## config.mk

```make
export PLATFORM = sky130hd
export DESIGN_NAME = sit_ctrl
export DESIGN_NICKNAME = d
export VERILOG_FILES = /design/src/hw/rtl/sit_pkg.sv /design/src/hw/rtl/sit_ctrl.sv
export VERILOG_INCLUDE_DIRS = /design/src /design/src/hw/rtl
export SDC_FILE = /design/constraint.sdc
export NUM_CORES = 1
export LEC_CHECK = 0
export BUFFER_PORTS_ARGS = -buffer_cell sky130_fd_sc_hd__buf_2
export CAP_MARGIN = 10
export CELL_PAD_IN_SITES_DETAIL_PLACEMENT = 0
export CELL_PAD_IN_SITES_GLOBAL_PLACEMENT = 2
export CORE_AREA = 2 2 194 196
export CTS_BUF_LIST = sky130_fd_sc_hd__clkbuf_16
export CTS_CLUSTER_SIZE = 24
export DETAILED_ROUTE_END_ITERATION = 8
export DIE_AREA = 0 0 196 198
export PLACE_DENSITY = 0.89
export SYNTH_ARGS = -nofsm -noshare
export SYNTH_HDL_FRONTEND = slang
export SYNTH_SLANG_ARGS = --single-unit
```

## constraint.sdc

```tcl
create_clock -name i_clk -period 8.1 [get_ports i_clk]
set_clock_uncertainty 0.2 [all_clocks]
set_input_delay 1.62 -clock i_clk [delete_from_list [all_inputs] [get_ports i_clk]]
set_output_delay 1.62 -clock i_clk [all_outputs]
set_load 0.005 [all_outputs]
```

## src/hw/rtl/style_intern_table_defines.svh

```systemverilog
// Assertion macros for the style intern table RTL.
`ifndef STYLE_INTERN_TABLE_DEFINES_SVH
`define STYLE_INTERN_TABLE_DEFINES_SVH

// Same-cycle implication, clocked on i_clk, off while i_rst_n is low.
`define SIT_ASSERT_NOW(label, ante, cons, msg) \
    label: assert property (@(posedge i_clk) disable iff (!i_rst_n) \
        (ante) |-> (cons)) else $error(msg);

// Next-cycle implication, clocked on i_clk, off while i_rst_n is low.
`define SIT_ASSERT_NEXT(label, ante, cons, msg) \
    label: assert property (@(posedge i_clk) disable iff (!i_rst_n) \
        (ante) |=> (cons)) else $error(msg);

`endif

```

## src/hw/rtl/sit_pkg.sv

```systemverilog
// Types and codes shared by the style intern table modules.
package sit_pkg;

    localparam int WORD_W  = 64;
    localparam int ID_W    = 7;
    localparam int COUNT_W = 8;
    localparam int INDEX_W = 8;
    localparam int CFG_IDX_W = 2;

    localparam logic MODE_ADD = 1'b0;
    localparam logic MODE_GET = 1'b1;

    localparam logic STATUS_OK   = 1'b0;
    localparam logic STATUS_FULL = 1'b1;

    localparam logic [CFG_IDX_W-1:0] CFG_DEFAULT  = 2'd0;
    localparam logic [CFG_IDX_W-1:0] CFG_FALLBACK = 2'd1;
    localparam logic [CFG_IDX_W-1:0] CFG_BORDER   = 2'd2;

    typedef enum logic [1:0] {
        ST_IDLE,
        ST_SCAN,
        ST_GET
    } t_state;

    typedef struct packed {
        logic [WORD_W-1:0] default_style;
        logic [WORD_W-1:0] fallback_style;
        logic [WORD_W-1:0] border_mask;
    } t_cfg;

    typedef struct packed {
        logic               status;
        logic [ID_W-1:0]    entry_id;
        logic [WORD_W-1:0]  read_style;
        logic [COUNT_W-1:0] entry_count;
        logic               border_used;
    } t_result;

endpackage

```

## src/hw/rtl/sit_ctrl.sv

```systemverilog
// Sequencer for add and get items: scans the store one entry per cycle.
`include "style_intern_table_defines.svh"

module sit_ctrl #(
    parameter int MAX_STYLES = 128,
    parameter int STYLE_BITS = 64,
    parameter int IW = $clog2(MAX_STYLES),
    parameter int CW = $clog2(MAX_STYLES + 1)
) (
    input  logic                         i_clk,
    input  logic                         i_rst_n,
    input  logic                         i_start,
    input  logic                         i_mode,
    input  logic [STYLE_BITS-1:0]        i_style,
    input  logic [sit_pkg::INDEX_W-1:0]  i_index,
    input  sit_pkg::t_cfg                i_cfg,
    output logic                         o_busy,
    output logic                         o_done,
    output sit_pkg::t_result             o_res,
    output logic [IW-1:0]                o_rd_addr,
    input  logic [STYLE_BITS-1:0]        i_rd_data,
    output logic                         o_wr_en,
    output logic [IW-1:0]                o_wr_addr,
    output logic [STYLE_BITS-1:0]        o_wr_data
);

    sit_pkg::t_state  r_state, n_state;
    logic [IW-1:0]    r_scan_idx, n_scan_idx;
    logic [CW-1:0]    r_count, n_count;
    logic             r_border, n_border;
    logic             r_done, n_done;
    sit_pkg::t_result r_res, n_res;

    logic [STYLE_BITS-1:0]       r_word;
    logic [sit_pkg::INDEX_W-1:0] r_index;

    logic [STYLE_BITS-1:0] dflt;
    logic [STYLE_BITS-1:0] fallback;
    logic [STYLE_BITS-1:0] bmask;
    logic [STYLE_BITS-1:0] cur_entry;

    assign dflt     = i_cfg.default_style[STYLE_BITS-1:0];
    assign fallback = i_cfg.fallback_style[STYLE_BITS-1:0];
    assign bmask    = i_cfg.border_mask[STYLE_BITS-1:0];

    // Entry zero is the live default register, not the memory.
    assign cur_entry = (r_scan_idx == '0) ? dflt : i_rd_data;

    always_ff @(posedge i_clk) begin
        if (!i_rst_n) begin
            r_state    <= sit_pkg::ST_IDLE;
            r_scan_idx <= '0;
            r_count    <= CW'(1);
            r_border   <= 1'b0;
            r_done     <= 1'b0;
        end else begin
            r_state    <= n_state;
            r_scan_idx <= n_scan_idx;
            r_count    <= n_count;
            r_border   <= n_border;
            r_done     <= n_done;
        end
    end

    // Payload: capture the item on accept, the result on completion.
    always_ff @(posedge i_clk) begin
        r_res <= n_res;
        if (r_state == sit_pkg::ST_IDLE && i_start) begin
            r_word  <= i_style;
            r_index <= i_index;
        end
    end

    always_comb begin
        n_state    = r_state;
        n_scan_idx = r_scan_idx;
        n_count    = r_count;
        n_border   = r_border;
        n_done     = 1'b0;
        n_res      = r_res;
        o_rd_addr  = '0;
        o_wr_en    = 1'b0;
        o_wr_addr  = r_count[IW-1:0];
        o_wr_data  = r_word;

        unique case (r_state)
            sit_pkg::ST_IDLE: begin
                if (i_start) begin
                    n_scan_idx = '0;
                    if (i_mode == sit_pkg::MODE_GET) begin
                        n_state   = sit_pkg::ST_GET;
                        o_rd_addr = i_index[IW-1:0];
                    end else begin
                        n_state = sit_pkg::ST_SCAN;
                    end
                end
            end

            sit_pkg::ST_SCAN: begin
                // Prefetch the next entry while comparing this one.
                o_rd_addr = r_scan_idx + 1'b1;
                n_res.read_style = '0;
                if (cur_entry == r_word) begin
                    n_state            = sit_pkg::ST_IDLE;
                    n_done             = 1'b1;
                    n_res.status       = sit_pkg::STATUS_OK;
                    n_res.entry_id     = sit_pkg::ID_W'(r_scan_idx);
                    n_res.entry_count  = sit_pkg::COUNT_W'(r_count);
                    n_res.border_used  = r_border;
                end else if (r_scan_idx == IW'(r_count - 1'b1)) begin
                    n_state = sit_pkg::ST_IDLE;
                    n_done  = 1'b1;
                    if (r_count == CW'(MAX_STYLES)) begin
                        n_res.status   = sit_pkg::STATUS_FULL;
                        n_res.entry_id = '0;
                    end else begin
                        // Append at the first free slot.
                        o_wr_en        = 1'b1;
                        n_count        = r_count + 1'b1;
                        n_border       = r_border | (|(r_word & bmask));
                        n_res.status   = sit_pkg::STATUS_OK;
                        n_res.entry_id = sit_pkg::ID_W'(r_count);
                    end
                    n_res.entry_count = sit_pkg::COUNT_W'(n_count);
                    n_res.border_used = n_border;
                end else begin
                    n_scan_idx = r_scan_idx + 1'b1;
                end
            end

            sit_pkg::ST_GET: begin
                n_state           = sit_pkg::ST_IDLE;
                n_done            = 1'b1;
                n_res.status      = sit_pkg::STATUS_OK;
                n_res.entry_id    = '0;
                n_res.entry_count = sit_pkg::COUNT_W'(r_count);
                n_res.border_used = r_border;
                if (9'(r_index) < 9'(r_count)) begin
                    n_res.read_style = sit_pkg::WORD_W'(
                        (r_index == '0) ? dflt : i_rd_data);
                end else begin
                    n_res.read_style = sit_pkg::WORD_W'(fallback);
                end
            end

            default: begin
                n_state = sit_pkg::ST_IDLE;
            end
        endcase
    end

    assign o_busy = (r_state != sit_pkg::ST_IDLE);
    assign o_done = r_done;
    assign o_res  = r_res;

    `SIT_ASSERT_NOW(a_count_range, 1'b1, (r_count != '0) && (r_count <= CW'(MAX_STYLES)), "entry count out of range")
    `SIT_ASSERT_NOW(a_write_room, o_wr_en, r_count < CW'(MAX_STYLES), "append with no free entry")
    `SIT_ASSERT_NEXT(a_done_after_work, r_state != sit_pkg::ST_IDLE && n_state == sit_pkg::ST_IDLE, r_done, "item finished without result strobe")
    `SIT_ASSERT_NOW(a_full_status, r_done && r_res.status == sit_pkg::STATUS_FULL, r_count == CW'(MAX_STYLES), "full reported below capacity")

endmodule

```

==> impl_results.md, run 1 <==
* Seq/Total Area, Yosys at 48.31%
* Number of synthesis warnings at 0
* Start point of the worst hold path: r_border
* Post-Syn Instances at 963
* Post-CTS repair timing setup buffer count at 0
* Final layout net count at 1766
* Floorplan die height at 198 µm
* Count of final max-slew check failures at 0
* Most common cell after layout, fill and taps aside: sky130_fd_sc_hd__buf_2
* Signal arrival time at the worst endpoint at 5310 ps
* Cell count of the worst hold path at 2
* Number of gates given a new drive strength after cts at 0
* Area taken by flip-flops and latches at 0.004975 mm²
* Setup Crit Path Kind: flop to output port
* Worst-case vdd ir drop at 0.1704 mV
* Iter 0 DRT Violations at 1050
* Minimum clock period after layout at 7132 ps
* Register bit total from synthesis at 172
* Number of nets with antenna violations after detailed routing at 0
* Actual transition at the worst max-transition pin at 1101 ps
* Growth of design area from synthesis to finish at 33.35%
* Max Cap Violations at 0
* Maximum number of pins on one net before global-route repair at 74
* Placed Cells at 1873
* Share of the core filled with cells in the final layout at 37.16%
* Port Buffers at 493
* Dominant synthesized flop cell: sky130_fd_sc_hd__edfxtp_1
* Net Count, Synth at 1311
* Worst min path class: flop to flop
* Clock slew seen by the registers of the worst setup and hold paths at 70 ps
* Kind of capture point of the worst setup path: output port
* Max-Slew Margin vs Limit at 26.63%
* Post-synth cell types at 64
* CTS tree: yes
* GRT overflow at 0
* Routed wire length per instance at 27.68 µm
* Core region area at 0.03696 mm²
* Launch instance of the worst register-to-register path: r_scan_idx[2]
* Total routed wirelength at 53.01 mm
* Multi-input gate area in the final layout at 0.004808 mm²
* Worst Path Max Fanout at 21
* Most frequent cells in the layout: 493 x sky130_fd_sc_hd__buf_2, 153 x sky130_fd_sc_hd__edfxtp_1, 116 x sky130_fd_sc_hd__nand2_1, 66 x sky130_fd_sc_hd__mux2i_1, 64 x sky130_fd_sc_hd__o211a_1
* Total CTS buffers at 17
* Placement row count at 71
* Final setup violation count at 0
* Cell chosen for the clock root: sky130_fd_sc_hd__clkbuf_16
* Timing-limited maximum frequency at 140.2 MHz
* Maximum buffer depth of the clock tree at 2
* X dimension of the die at 196 µm
* RSZ-0062 raised after global routing: no
* WP data required at 6280 ps
* Hold-fix buffers at CTS at 0
* Mean number of vias per cell at 5.390
* EDFF count, synth at 153
* First-pass GRT wire length at 71.52 mm
* Result of the run: complete, no violations
* Synthesized area at 0.01030 mm²
* Power density over cell area at 179.9 mW/mm²
* Number of antenna violations at the first check in global routing at 18
* Drt pass-1 iters at 6
* Total leakage power at 6.921 nW
* Total routing usage reported by global routing at 26.70%
* Hpwl dp at 42.63 mm
* Summed negative setup slack over all endpoints at 0 ps
* Placer's final routability congestion estimate at 0.9684
* Total vias in the final route at 10320
* CTS sink count at 172
* Post-synth ARST share at 0%
* Fillcell total at 3784
* Die outline area at 0.03881 mm²
* Final routed DRC violation total at 0
* Skew-Pair Late Insertion Delay at 500 ps
* Fraction of final layout cells with drive strength greater than 1 at 38.43%
* Vias in the first global route at 9896
* Top-level I/O count at 494
* Effective utilization at floorplan at 27.87%
* Non-filler cells in the finished layout at 1915
* Count of H-tree levels built during CTS at 4
* Period utilization at 88.05%
* Worst R2R Setup Slack at 2630 ps
* Power consumption at 0.002471 W
* Worst reg-to-reg path cell count at 9
* Worst reg2reg path endpoint: o_res[73]
* CP startpoint kind: flop
* End point of the worst hold path: r_border
* Mean Syn Cell Area at 10.69 µm²
* Final hold vios at 0
==> stage by stage <==
stage	hold WS, ps	worst slack (ps)	cell area (µm²)
after floorplan	219.2	2975	10300
after global placement	240.3	1615	13150
after detailed placement	242.8	1525	13150
final	258.5	967.8	13730
after global routing	300.0	586.0	13730
after CTS	258.9	967.3	13710
==> worst max-delay path: stages, from the launching register on <==
cell and delay, ps:
sky130_fd_sc_hd__dfxtp_1 460, sky130_fd_sc_hd__or4_1 740, sky130_fd_sc_hd__nor2_4 630, sky130_fd_sc_hd__mux2_2 420
sky130_fd_sc_hd__a2111oi_0 630, sky130_fd_sc_hd__o2111ai_1 300, sky130_fd_sc_hd__nor4_4 580, sky130_fd_sc_hd__nand2_1 580
sky130_fd_sc_hd__nand3_1 300, sky130_fd_sc_hd__nor2_1 50, sky130_fd_sc_hd__buf_2 130
==> cell usage after synthesis (3+ instances only) <==
| library cell | count | share of area, % |
|---|---|---|
| sky130_fd_sc_hd__or4_1 | 3 | 0.22 |
| sky130_fd_sc_hd__and4_1 | 4 | 0.34 |
| sky130_fd_sc_hd__buf_6 | 3 | 0.33 |
| sky130_fd_sc_hd__nand4_1 | 11 | 0.67 |
| sky130_fd_sc_hd__a221oi_1 | 23 | 2.0 |
| sky130_fd_sc_hd__o2bb2ai_1 | 3 | 0.26 |
| sky130_fd_sc_hd__a21o_1 | 4 | 0.29 |
| sky130_fd_sc_hd__a22o_1 | 19 | 1.6 |
| sky130_fd_sc_hd__and3_1 | 15 | 0.91 |
| sky130_fd_sc_hd__a222oi_1 | 6 | 0.58 |
| sky130_fd_sc_hd__xnor2_1 | 32 | 2.7 |
| sky130_fd_sc_hd__or2_2 | 4 | 0.24 |
| sky130_fd_sc_hd__mux2i_1 | 66 | 6.4 |
| sky130_fd_sc_hd__dfxtp_1 | 19 | 3.7 |
| sky130_fd_sc_hd__nor2b_1 | 4 | 0.24 |
| sky130_fd_sc_hd__o31ai_1 | 3 | 0.22 |
| sky130_fd_sc_hd__o211ai_1 | 17 | 1.2 |
| sky130_fd_sc_hd__mux2_2 | 5 | 0.55 |
| sky130_fd_sc_hd__ha_1 | 16 | 1.9 |
| sky130_fd_sc_hd__a21boi_0 | 3 | 0.22 |
| sky130_fd_sc_hd__a2111oi_0 | 7 | 0.60 |
| sky130_fd_sc_hd__o21ai_0 | 25 | 1.2 |
| sky130_fd_sc_hd__o2111ai_1 | 5 | 0.43 |
| sky130_fd_sc_hd__a31oi_1 | 4 | 0.24 |
| sky130_fd_sc_hd__edfxtp_1 | 153 | 45 |
| sky130_fd_sc_hd__buf_4 | 9 | 0.66 |
| sky130_fd_sc_hd__nor4_1 | 15 | 0.91 |
| sky130_fd_sc_hd__nor2_1 | 26 | 0.95 |
| sky130_fd_sc_hd__nand3b_1 | 3 | 0.22 |
| sky130_fd_sc_hd__nand2b_1 | 9 | 0.55 |
| sky130_fd_sc_hd__nor3_1 | 12 | 0.58 |
| sky130_fd_sc_hd__a211oi_1 | 5 | 0.36 |
| sky130_fd_sc_hd__xor2_1 | 32 | 2.7 |
| sky130_fd_sc_hd__or3_1 | 7 | 0.43 |
| sky130_fd_sc_hd__inv_1 | 64 | 2.3 |
| sky130_fd_sc_hd__clkbuf_1 | 47 | 1.7 |
| sky130_fd_sc_hd__a21oi_1 | 21 | 1.0 |
| sky130_fd_sc_hd__o22ai_1 | 19 | 1.2 |
| sky130_fd_sc_hd__nand2_1 | 117 | 4.3 |
| sky130_fd_sc_hd__nand3_1 | 23 | 1.1 |
| sky130_fd_sc_hd__o21bai_1 | 3 | 0.22 |
| sky130_fd_sc_hd__o211a_1 | 64 | 6.2 |
| sky130_fd_sc_hd__buf_2 | 4 | 0.19 |
==> power by group <==
part	switching, W	internal [W]	total (W)
registers	0.0000739	0.00106	0.00113
logic	0.000305	0.000200	0.000505
clock network	0.000407	0.000427	0.000834
total	0.000786	0.00168	0.00247
==> how the worst max path moves through the flow <==
stage	start	endpoint	depth (start not counted)
2_1_floorplan	i_cfg[178]	o_wr_en	8
3_3_place_gp	i_cfg[136]	o_wr_en	11
3_5_place_dp	i_cfg[136]	o_wr_en	11
4_1_cts	r_scan_idx[2]	o_wr_en	10
5_1_grt	r_scan_idx[2]	o_wr_en	10
6_report	r_scan_idx[2]	o_wr_en	10
==> state kept, by name, summed over array words and instances (netlist names) <==
| name | flops |
|---|---|
| o_done | 1 |
| o_res | 81 |
| o_wr_data | 64 |
| r_border | 1 |
| r_count | 8 |
| r_index | 8 |
| r_scan_idx | 7 |
| r_state | 2 |
==> area by class of cell <==
cell class / count / share of cell area (%)
Inverter: 64 / 1.758
Clock buffer: 17 / 3.098
Timing Repair Buffer: 501 / 18.40
Multi-Input combinational cell: 662 / 35.01
Tap cell: 474 / 4.319
Sequential cell: 172 / 36.22
Clock inverter: 15 / 1.002
Antenna cell: 10 / 0.1822
==> per-layer routing <==
| metal | up-vias | track usage [%] | wire (µm) |
|---|---|---|---|
| met4 | 12 | 10.94 | 1589 |
| li1 | 4587 | - | - |
| met3 | 90 | 7.563 | 4890 |
| met1 | 5045 | 36.53 | 22930 |
| met2 | 587 | 39.55 | 23520 |
| met5 | - | 0 | 83 |
==> kinds of logic (layout without fill, tap and decap cells) <==
group	after synthesis	after routing	synth area share [%]
adder cells (fa/ha/maj)	16	16	1.944
AND/OR/NAND/NOR	261	261	12.43
flip-flops	172	172	48.31
multiplexers	71	71	6.961
other	0	10	0
buffers and inverters	129	597	5.406
AO/OA/AOI/OAI	250	250	19.51
XOR/XNOR	64	64	5.443
No activity file was read; power rests on OpenSTA's default activity.
==> inputs of run 2 (changes only) <==
--- a/config.mk
+++ b/config.mk
@@ -6,7 +6,7 @@
 export SDC_FILE = /design/constraint.sdc
 export NUM_CORES = 1
 export LEC_CHECK = 0
-export BUFFER_PORTS_ARGS = -buffer_cell sky130_fd_sc_hd__buf_2
+export BUFFER_PORTS_ARGS = -buffer_cell sky130_fd_sc_hd__clkbuf_2
 export CAP_MARGIN = 10
 export CELL_PAD_IN_SITES_DETAIL_PLACEMENT = 0
 export CELL_PAD_IN_SITES_GLOBAL_PLACEMENT = 2
==> run 2 against run 1 <==
Net effect: clock power increased by 0.5%; critical path depth unchanged; via count decreased by 0.85%; sequential power about the same; setup slack improved by 160 ps; utilization decreased by 0.051 points; count of clock-buffer cells in the layout unchanged; critical endpoint unchanged; critical path type unchanged; maximum frequency increased by 2.3%; combinational power about the same; register-to-register slack improved by 50 ps; sequential share of layout area about the same.
==> impl_results.md, run 2 (synthesis gave the netlist of run 1 again) <==
* Effective utilization at floorplan at 27.87% (unchanged)
* Timing-limited maximum frequency at 143.5 MHz (+2.3%)
* Max-Slew Margin vs Limit at 27.48% (+0.86 points)
* Hold-fix buffers at CTS at 0 (unchanged)
* Period utilization at 86.04% (-2.0 points)
* Worst Path Max Fanout at 21 (unchanged)
* Multi-input gate area in the final layout at 0.004808 mm² (unchanged)
* Non-filler cells in the finished layout at 1907 (-0.42%)
* RSZ-0062 raised after global routing: no
* Count of final max-slew check failures at 0 (unchanged)
* GRT overflow at 0 (unchanged)
* Worst min path class: flop to flop
* Drt pass-1 iters at 9 (+3)
* Start point of the worst hold path: r_border
* Die outline area at 0.03881 mm² (unchanged)
* Minimum clock period after layout at 6969 ps (-163.2 ps)
* Min Hold Slack at 253.3 ps (-5.227 ps)
* Worst reg-to-reg path cell count at 9 (unchanged)
* Growth of design area from synthesis to finish at 33.17%
* Final layout net count at 1766 (unchanged)
* Final setup violation count at 0 (unchanged)
* Total routing usage reported by global routing at 26.58% (-0.12 points)
* Final hold vios at 0 (unchanged)
* CP startpoint kind: flop
* CTS tree: yes
* Worst R2R Setup Slack at 2680 ps (+50 ps)
* Number of gates given a new drive strength after cts at 0 (unchanged)
* Top-level I/O count at 494 (unchanged)
* Hpwl dp at 42.54 mm (-0.22%)
* Total vias in the final route at 10230 (-0.85%)
* Vias in the first global route at 10050 (+1.6%)
* Summed negative setup slack over all endpoints at 0 ps (unchanged)
* Most frequent cells in the layout: 493 x sky130_fd_sc_hd__clkbuf_2, 153 x sky130_fd_sc_hd__edfxtp_1, 116 x sky130_fd_sc_hd__nand2_1, 68 x sky130_fd_sc_hd__inv_1, 66 x sky130_fd_sc_hd__mux2i_1
* Total leakage power at 7.014 nW (+1.3%)
* Cell chosen for the clock root: sky130_fd_sc_hd__clkbuf_16
* X dimension of the die at 196 µm (unchanged)
* Port Buffers at 493 (unchanged)
* Maximum number of pins on one net before global-route repair at 91 (+23%)
* Placed Cells at 1873 (unchanged)
* Setup slack after placement at 1575 ps (+50.59 ps)
* Cell with the largest stage delay on the worst path: sky130_fd_sc_hd__or4_1
* Skew-Pair Late Insertion Delay at 480 ps (-20 ps)
* Launch instance of the worst register-to-register path: r_scan_idx[2]
* Routed wire length per instance at 27.66 µm (about the same)
* Final routed DRC violation total at 0 (unchanged)
* Maximum buffer depth of the clock tree at 2 (unchanged)
* Cell chain of the critical path: or4_1 -> nor2_4 -> mux2_2 -> a2111oi_0 -> o2111ai_1 -> nor4_4 -> nand2_1 -> nand3_1 -> nor2_1 -> clkbuf_2
* Worst-case vdd ir drop at 0.1635 mV (-4.1%)
* Total CTS buffers at 17 (unchanged)
* Power density over cell area at 180.6 mW/mm² (+0.37%)
* Core region area at 0.03696 mm² (unchanged)
* Total routed wirelength at 52.74 mm (-0.50%)
* Fillcell total at 3784 (unchanged)
* Placement row count at 71 (unchanged)
* Result of the run: complete, no violations
* Clock slew seen by the registers of the worst setup and hold paths at 70 ps (about the same)
* End point of the worst hold path: r_border
* Kind of capture point of the worst setup path: output port
* Iter 0 DRT Violations at 901 (-14%)
* Floorplan die height at 198 µm (unchanged)
* Max Cap Violations at 0 (unchanged)
* Number of nets with antenna violations after detailed routing at 0 (unchanged)
* Actual transition at the worst max-transition pin at 1088 ps (-12.83 ps)
* Setup Crit Path Kind: flop to output port
* Minimum setup slack in the final design at 1131 ps (+163.2 ps)
* Count of H-tree levels built during CTS at 4 (unchanged)
* Number of antenna violations at the first check in global routing at 5 (-13)
* Post-CTS repair timing setup buffer count at 0 (unchanged)
* Delay of the slowest critical-path stage at 720 ps (-20 ps)
* CTS sink count at 172 (unchanged)
* Most common cell after layout, fill and taps aside: sky130_fd_sc_hd__clkbuf_2
* Fraction of final layout cells with drive strength greater than 1 at 38.23% (-0.21 points)
* Flip-flop count of the largest register after layout at 81 (unchanged)
* Post-route design area at 0.01371 mm² (-0.14%)
* WP data required at 6280 ps (about the same)
* First-pass GRT wire length at 72.24 mm (+1.0%)
* Signal arrival time at the worst endpoint at 5150 ps (-160 ps)
* Worst reg2reg path endpoint: o_res[7]
* Mean number of vias per cell at 5.366 (-0.44%)
* Area taken by flip-flops and latches at 0.004975 mm² (unchanged)
* Placer's final routability congestion estimate at 0.9574 (-1.1%)
* Cell area after placement at 0.01315 mm² (unchanged)
* Cell count of the worst hold path at 2 (unchanged)
run 2: cell count changes in the layout (fill, tap and decap cells not counted), sizes merged:
| cell | delta |
|---|---|
| clkbuf | +493 |
| clkinv | -4 |
| clkinvlp | +3 |
| buf | -493 |
| bufinv | +1 |
| diode | -8 |
run 2: layout make-up:
| class | count | area share (%) |
|---|---|---|
| inverters | 64 | 1.761 |
| flip-flops and latches | 172 | 36.27 |
| diodes | 2 | 0.03649 |
| clock inverters | 15 | 1.013 |
| clock buffers | 17 | 3.102 |
| multi-input cells | 662 | 35.06 |
| repair buffers | 501 | 18.43 |
| well taps | 474 | 4.324 |
run 2: stage by stage:
step	power (W)	utilization [%]
2_1_floorplan	0.001347	-
3_3_place_gp	0.001649	35.57
3_5_place_dp	0.001651	35.57
4_1_cts	0.002484	37.10
5_1_grt	0.002561	37.11
6_report	0.002476	37.11
run 2: how the worst max path moves through the flow:
stage / from / endpoint / cells past startpoint
2_1_floorplan: i_cfg[178] / o_wr_en / 8
6_report: r_scan_idx[2] / o_wr_en / 10
4_1_cts: r_scan_idx[2] / o_wr_en / 10
3_3_place_gp: i_cfg[136] / o_wr_en / 11
5_1_grt: r_scan_idx[2] / o_wr_en / 10
3_5_place_dp: i_cfg[131] / o_wr_en / 11
run 2: routing by layer:
layer / global-route usage, % / vias up / part of all wire (%)
met5: 0 / - / 0.057
met4: 9.063 / 4 / 2.8
met3: 7.409 / 66 / 8.9
met2: 39.94 / 596 / 44
met1: 36.68 / 4989 / 44
li1: - / 4578 / -
run 2: worst max-delay path, delay by kind of cell (launching register included):
kind                   cells  cell delay [ps]
AND/OR/NAND/NOR            6             2770
multiplexers               1              410
AO/OA/AOI/OAI              2              920
buffers and inverters      1              110
flip-flops                 1              450
run 2: power by group:
part | internal, W | switching [W] | total, W | leakage [nW]
clock | 0.000449 | 0.000389 | 0.000838 | 0.279
combinational | 0.000199 | 0.000306 | 0.000504 | 5.12
sequential | 0.00106 | 0.0000759 | 0.00113 | 1.61
total | 0.00171 | 0.000770 | 0.00248 | 7.01
==> inputs of run 3 (changes only) <==
--- a/config.mk
+++ b/config.mk
@@ -6,16 +6,17 @@
 export SDC_FILE = /design/constraint.sdc
 export NUM_CORES = 1
 export LEC_CHECK = 0
+export ABC_AREA = 1
 export BUFFER_PORTS_ARGS = -buffer_cell sky130_fd_sc_hd__clkbuf_2
 export CAP_MARGIN = 10
 export CELL_PAD_IN_SITES_DETAIL_PLACEMENT = 0
 export CELL_PAD_IN_SITES_GLOBAL_PLACEMENT = 2
-export CORE_AREA = 2 2 194 196
+export CORE_MARGIN = 2
+export CORE_UTILIZATION = 27
 export CTS_BUF_LIST = sky130_fd_sc_hd__clkbuf_16
 export CTS_CLUSTER_SIZE = 24
 export DETAILED_ROUTE_END_ITERATION = 8
-export DIE_AREA = 0 0 196 198
-export PLACE_DENSITY = 0.89
+export PLACE_DENSITY = 0.92
 export SYNTH_ARGS = -nofsm -noshare
 export SYNTH_HDL_FRONTEND = slang
 export SYNTH_SLANG_ARGS = --single-unit
==> run 3 against run 2 <==
Net effect: die area up 7.3%; hold slack better by 20 ps; count of clock-buffer cells in the layout unchanged; global-route usage down 2.9 points; critical path depth up 8.
==> impl_results.md, run 3 <==
* Final hold vios at 0 (unchanged)
* Vias in the first global route at 10350 (+3.0%)
* Commonest cells in the synthesized netlist: 430 x sky130_fd_sc_hd__nand2_1, 156 x sky130_fd_sc_hd__inv_1, 153 x sky130_fd_sc_hd__edfxtp_1
* Max Cap Violations at 0 (unchanged)
* CP startpoint kind: flop
* Post-CTS repair timing setup buffer count at 0 (unchanged)
* Kind of capture point of the worst setup path: output port
* GRT overflow at 0 (unchanged)
* GR Util met1 at 32.14% (-4.5 points)
* Drt pass-1 iters at 5 (-4)
* Worst Path Max Fanout at 68 (+220%)
* Area leader, netlist: sky130_fd_sc_hd__edfxtp_1
* Count of H-tree levels built during CTS at 4 (unchanged)
* CTS sink count at 172 (unchanged)
* Effective utilization at floorplan at 27.26% (-0.60 points)
* Top cell type's share of synthesized area at 42.51% (-2.1 points)
* Maximum number of pins on one net before global-route repair at 82 (-9.9%)
* Power density over cell area at 203.2 mW/mm² (+13%)
* Placement row count at 73 (+2.8%)
* Post-synth cell types at 39 (-39%)
* Number of synthesis warnings at 0 (unchanged)
* Met3 Usage GRT at 5.166% (-2.2 points)
* Worst-case vdd ir drop at 0.1554 mV (-4.9%)
* Most common cell after layout, fill and taps aside: sky130_fd_sc_hd__clkbuf_2
* Final setup violation count at 0 (unchanged)
* Hold-fix buffers at CTS at 0 (unchanged)
* Dominant synthesized flop cell: sky130_fd_sc_hd__edfxtp_1
* Synth Area in Adders at 1.852% (-0.092 points)
* Multi-input gate area in the final layout at 0.004863 mm² (+1.1%)
* Placer's final routability congestion estimate at 0.9124 (-4.7%)
* Timing-limited maximum frequency at 162.5 MHz (+13%)
* Largest family of logic cells by synthesized area: simple AND/OR/NAND/NOR gates
* Share of the core filled with cells in the final layout at 35.89% (-1.2 points)
* Number of gates given a new drive strength after cts at 0 (unchanged)
* Share of synthesized area spent on multiplexers at 1.297% (-5.7 points)
* Post-Syn Instances at 1391 (+44%)
* Most frequent cells in the layout: 493 x sky130_fd_sc_hd__clkbuf_2, 430 x sky130_fd_sc_hd__nand2_1, 155 x sky130_fd_sc_hd__inv_1, 153 x sky130_fd_sc_hd__edfxtp_1, 128 x sky130_fd_sc_hd__o21ai_0
* WP data required at 6280 ps (about the same)
* Fillcell total at 4187 (+11%)
* Routed wire length per instance at 21.37 µm (-23%)
* Delay of the slowest critical-path stage at 660 ps (-60 ps)
* Maximum buffer depth of the clock tree at 2 (unchanged)
* Setup Crit Path Kind: flop to output port
* Total vias in the final route at 11610 (+13%)
* Number of nets with antenna violations after detailed routing at 0 (unchanged)
* Count of final max-slew check failures at 0 (unchanged)
* Synthesized area at 0.01081 mm² (+4.9%)
* Total leakage power at 6.917 nW (-1.4%)
* Critical path's most frequent cell: sky130_fd_sc_hd__nand2_1
* Net Count, Synth at 1739 (+33%)
* Total routing usage reported by global routing at 23.71% (-2.9 points)
* Top-count cell post-synth: sky130_fd_sc_hd__nand2_1
* Signal arrival time at the worst endpoint at 4330 ps (-820 ps)
* Iter 0 DRT Violations at 995 (+10%)
* Register bit total from synthesis at 172 (unchanged)
* Max-Slew Margin vs Limit at 34.31% (+6.8 points)
* Skew-Pair Late Insertion Delay at 480 ps (about the same)
* Floorplan die height at 204.1 µm (+3.1%)
* EDFF count, synth at 153 (unchanged)
* Minimum clock period after layout at 6154 ps (-814.6 ps)
* Actual transition at the worst max-transition pin at 985.4 ps (-102.4 ps)
* Mean number of vias per cell at 4.878 (-9.1%)
* Result of the run: complete, no violations
* Post-synth ARST share at 0% (unchanged)
* Die outline area at 0.04164 mm² (+7.3%)
* Seq/Total Area, Yosys at 46.03% (-2.3 points)
* Total routed wirelength at 50.85 mm (-3.6%)
* Leading post-synthesis cells by cell area: sky130_fd_sc_hd__edfxtp_1 43%, sky130_fd_sc_hd__nand2_1 15%, sky130_fd_sc_hd__o21ai_0 5.9%, sky130_fd_sc_hd__inv_1 5.4%, sky130_fd_sc_hd__nand4_1 4.5%
* Port Buffers at 493 (unchanged)
* Cell chosen for the clock root: sky130_fd_sc_hd__clkbuf_16
* Summed negative setup slack over all endpoints at 0 ps (unchanged)
* Cell chain of the critical path: inv_1 -> ha_1 -> inv_1 -> nor2_4 -> nand3_4 -> nand2_1 -> nand2_1 -> nand2_1 -> nand2_1 -> nor2_1 -> nand2_1 -> nor2_1 -> nand2_1 -> nor2_2 -> nand2_2 -> nand2_1 -> nor2_1 -> clkbuf_2
* Mean Syn Cell Area at 7.770 µm² (-27%)
* Global route hottest layer: met2
* RSZ-0062 raised after global routing: no
* CTS tree: yes
* Worst min path class: flop to flop
* Top Family by Delay on Critical Path: simple AND/OR/NAND/NOR gates
* Growth of design area from synthesis to finish at 31.63%
* Period utilization at 75.98% (-10 points)
* Share of the synthesized area in compound gates (AO/OA/AOI/OAI) at 12.33% (-7.2 points)
* Total CTS buffers at 17 (unchanged)
* Hpwl dp at 39.86 mm (-6.3%)
* Final routed DRC violation total at 0 (unchanged)
* Met2 Track Usage GR at 36.54% (-3.4 points)
* Flip-flop count of the largest register after layout at 81 (unchanged)
* Area taken by flip-flops and latches at 0.004975 mm² (unchanged)
* Cell with the largest stage delay on the worst path: sky130_fd_sc_hd__nand3_4
* Number of antenna violations at the first check in global routing at 10 (+5)
* Clock slew seen by the registers of the worst setup and hold paths at 70 ps (about the same)
* X dimension of the die at 204.1 µm (+4.1%)
* Power consumption at 0.002890 W (+17%)
* Top-level I/O count at 494 (unchanged)
* Final layout net count at 2181 (+23%)
* Core region area at 0.03964 mm² (+7.3%)
* Buf+Inv Stages, Crit Path at 3 (+2)
* Xor and xnor fraction of the mapped netlist area at 0.6483% (-4.8 points)
* Fraction of final layout cells with drive strength greater than 1 at 29.85% (-8.4 points)
* Simple logic cell fraction of the synthesized area at 28.50% (+16 points)
* First-pass GRT wire length at 70.19 mm (-2.8%)
## run 3: cell families after synthesis
| group | count (synthesis) |
|---|---|
| compound gates | 250 |
| mux | 14 |
| flops | 172 |
| xor+xnor | 8 |
| simple gates | 691 |
| fa+ha+maj | 16 |
| buf+inv | 240 |
## run 3: worst reg2reg max path: stages (launching register included)
cell                      delay [ps]
sky130_fd_sc_hd__dfxtp_1         370
sky130_fd_sc_hd__inv_1           140
sky130_fd_sc_hd__ha_1            160
sky130_fd_sc_hd__inv_1            60
sky130_fd_sc_hd__nor2_4          110
sky130_fd_sc_hd__nand3_4         660
sky130_fd_sc_hd__nand2_1         440
sky130_fd_sc_hd__nand2_1          80
sky130_fd_sc_hd__nand2_1          60
sky130_fd_sc_hd__nand2_1         110
sky130_fd_sc_hd__nor2_1          120
sky130_fd_sc_hd__nand2_1          50
sky130_fd_sc_hd__nor2_1          160
sky130_fd_sc_hd__nand2_1         100
sky130_fd_sc_hd__nor2_2          240
sky130_fd_sc_hd__nand2_2         330
sky130_fd_sc_hd__nand2_1         470
sky130_fd_sc_hd__inv_2           150
sky130_fd_sc_hd__nand3_1         100
sky130_fd_sc_hd__o31ai_1          90
## run 3: layout make-up
class | instances | area share [%]
Sequential cell | 172 | 34.97
Multi-Input combinational cell | 979 | 34.19
Timing Repair Buffer | 501 | 17.77
Tap cell | 525 | 4.617
Inverter | 162 | 4.301
Clock buffer | 17 | 2.990
Clock inverter | 15 | 1.029
Antenna cell | 8 | 0.1407
## run 3: routing by layer
metal  up-vias  part of all wire [%]
li1       5600                     -
met1      5399                    44
met2       534                    45
met3        68                   7.9
met4         4                   3.2
met5         -                 0.067
## run 3: metrics by stage
step	area, µm²	std cells	setup slack [ps]	hold WS, ps
2_1_floorplan	10810	1391	2313	234.7
3_3_place_gp	13630	2339	2350	251.1
3_5_place_dp	13630	2339	2329	261.0
4_1_cts	14210	2371	1784	271.6
5_1_grt	14220	2375	1420	291.1
6_report	14230	2379	1946	273.7
## run 3: report_power, final
| group | internal (W) | leakage, nW | switching (W) |
|---|---|---|---|
| registers | 0.00107 | 1.61 | 0.0000856 |
| logic | 0.000304 | 5.02 | 0.000589 |
| clock network | 0.000411 | 0.282 | 0.000432 |
| total | 0.00178 | 6.92 | 0.00111 |
## run 3: final timing paths
path | from | end | slack [ps] | depth (start not counted)
worst max-delay path | r_scan_idx[1] | o_wr_en | 1950 | 18
worst min-delay path | r_border | r_border | 270 | 2
worst max register to register | r_scan_idx[1] | o_res[74] | 3620 | 19
worst min register to register | r_border | r_border | 270 | 2
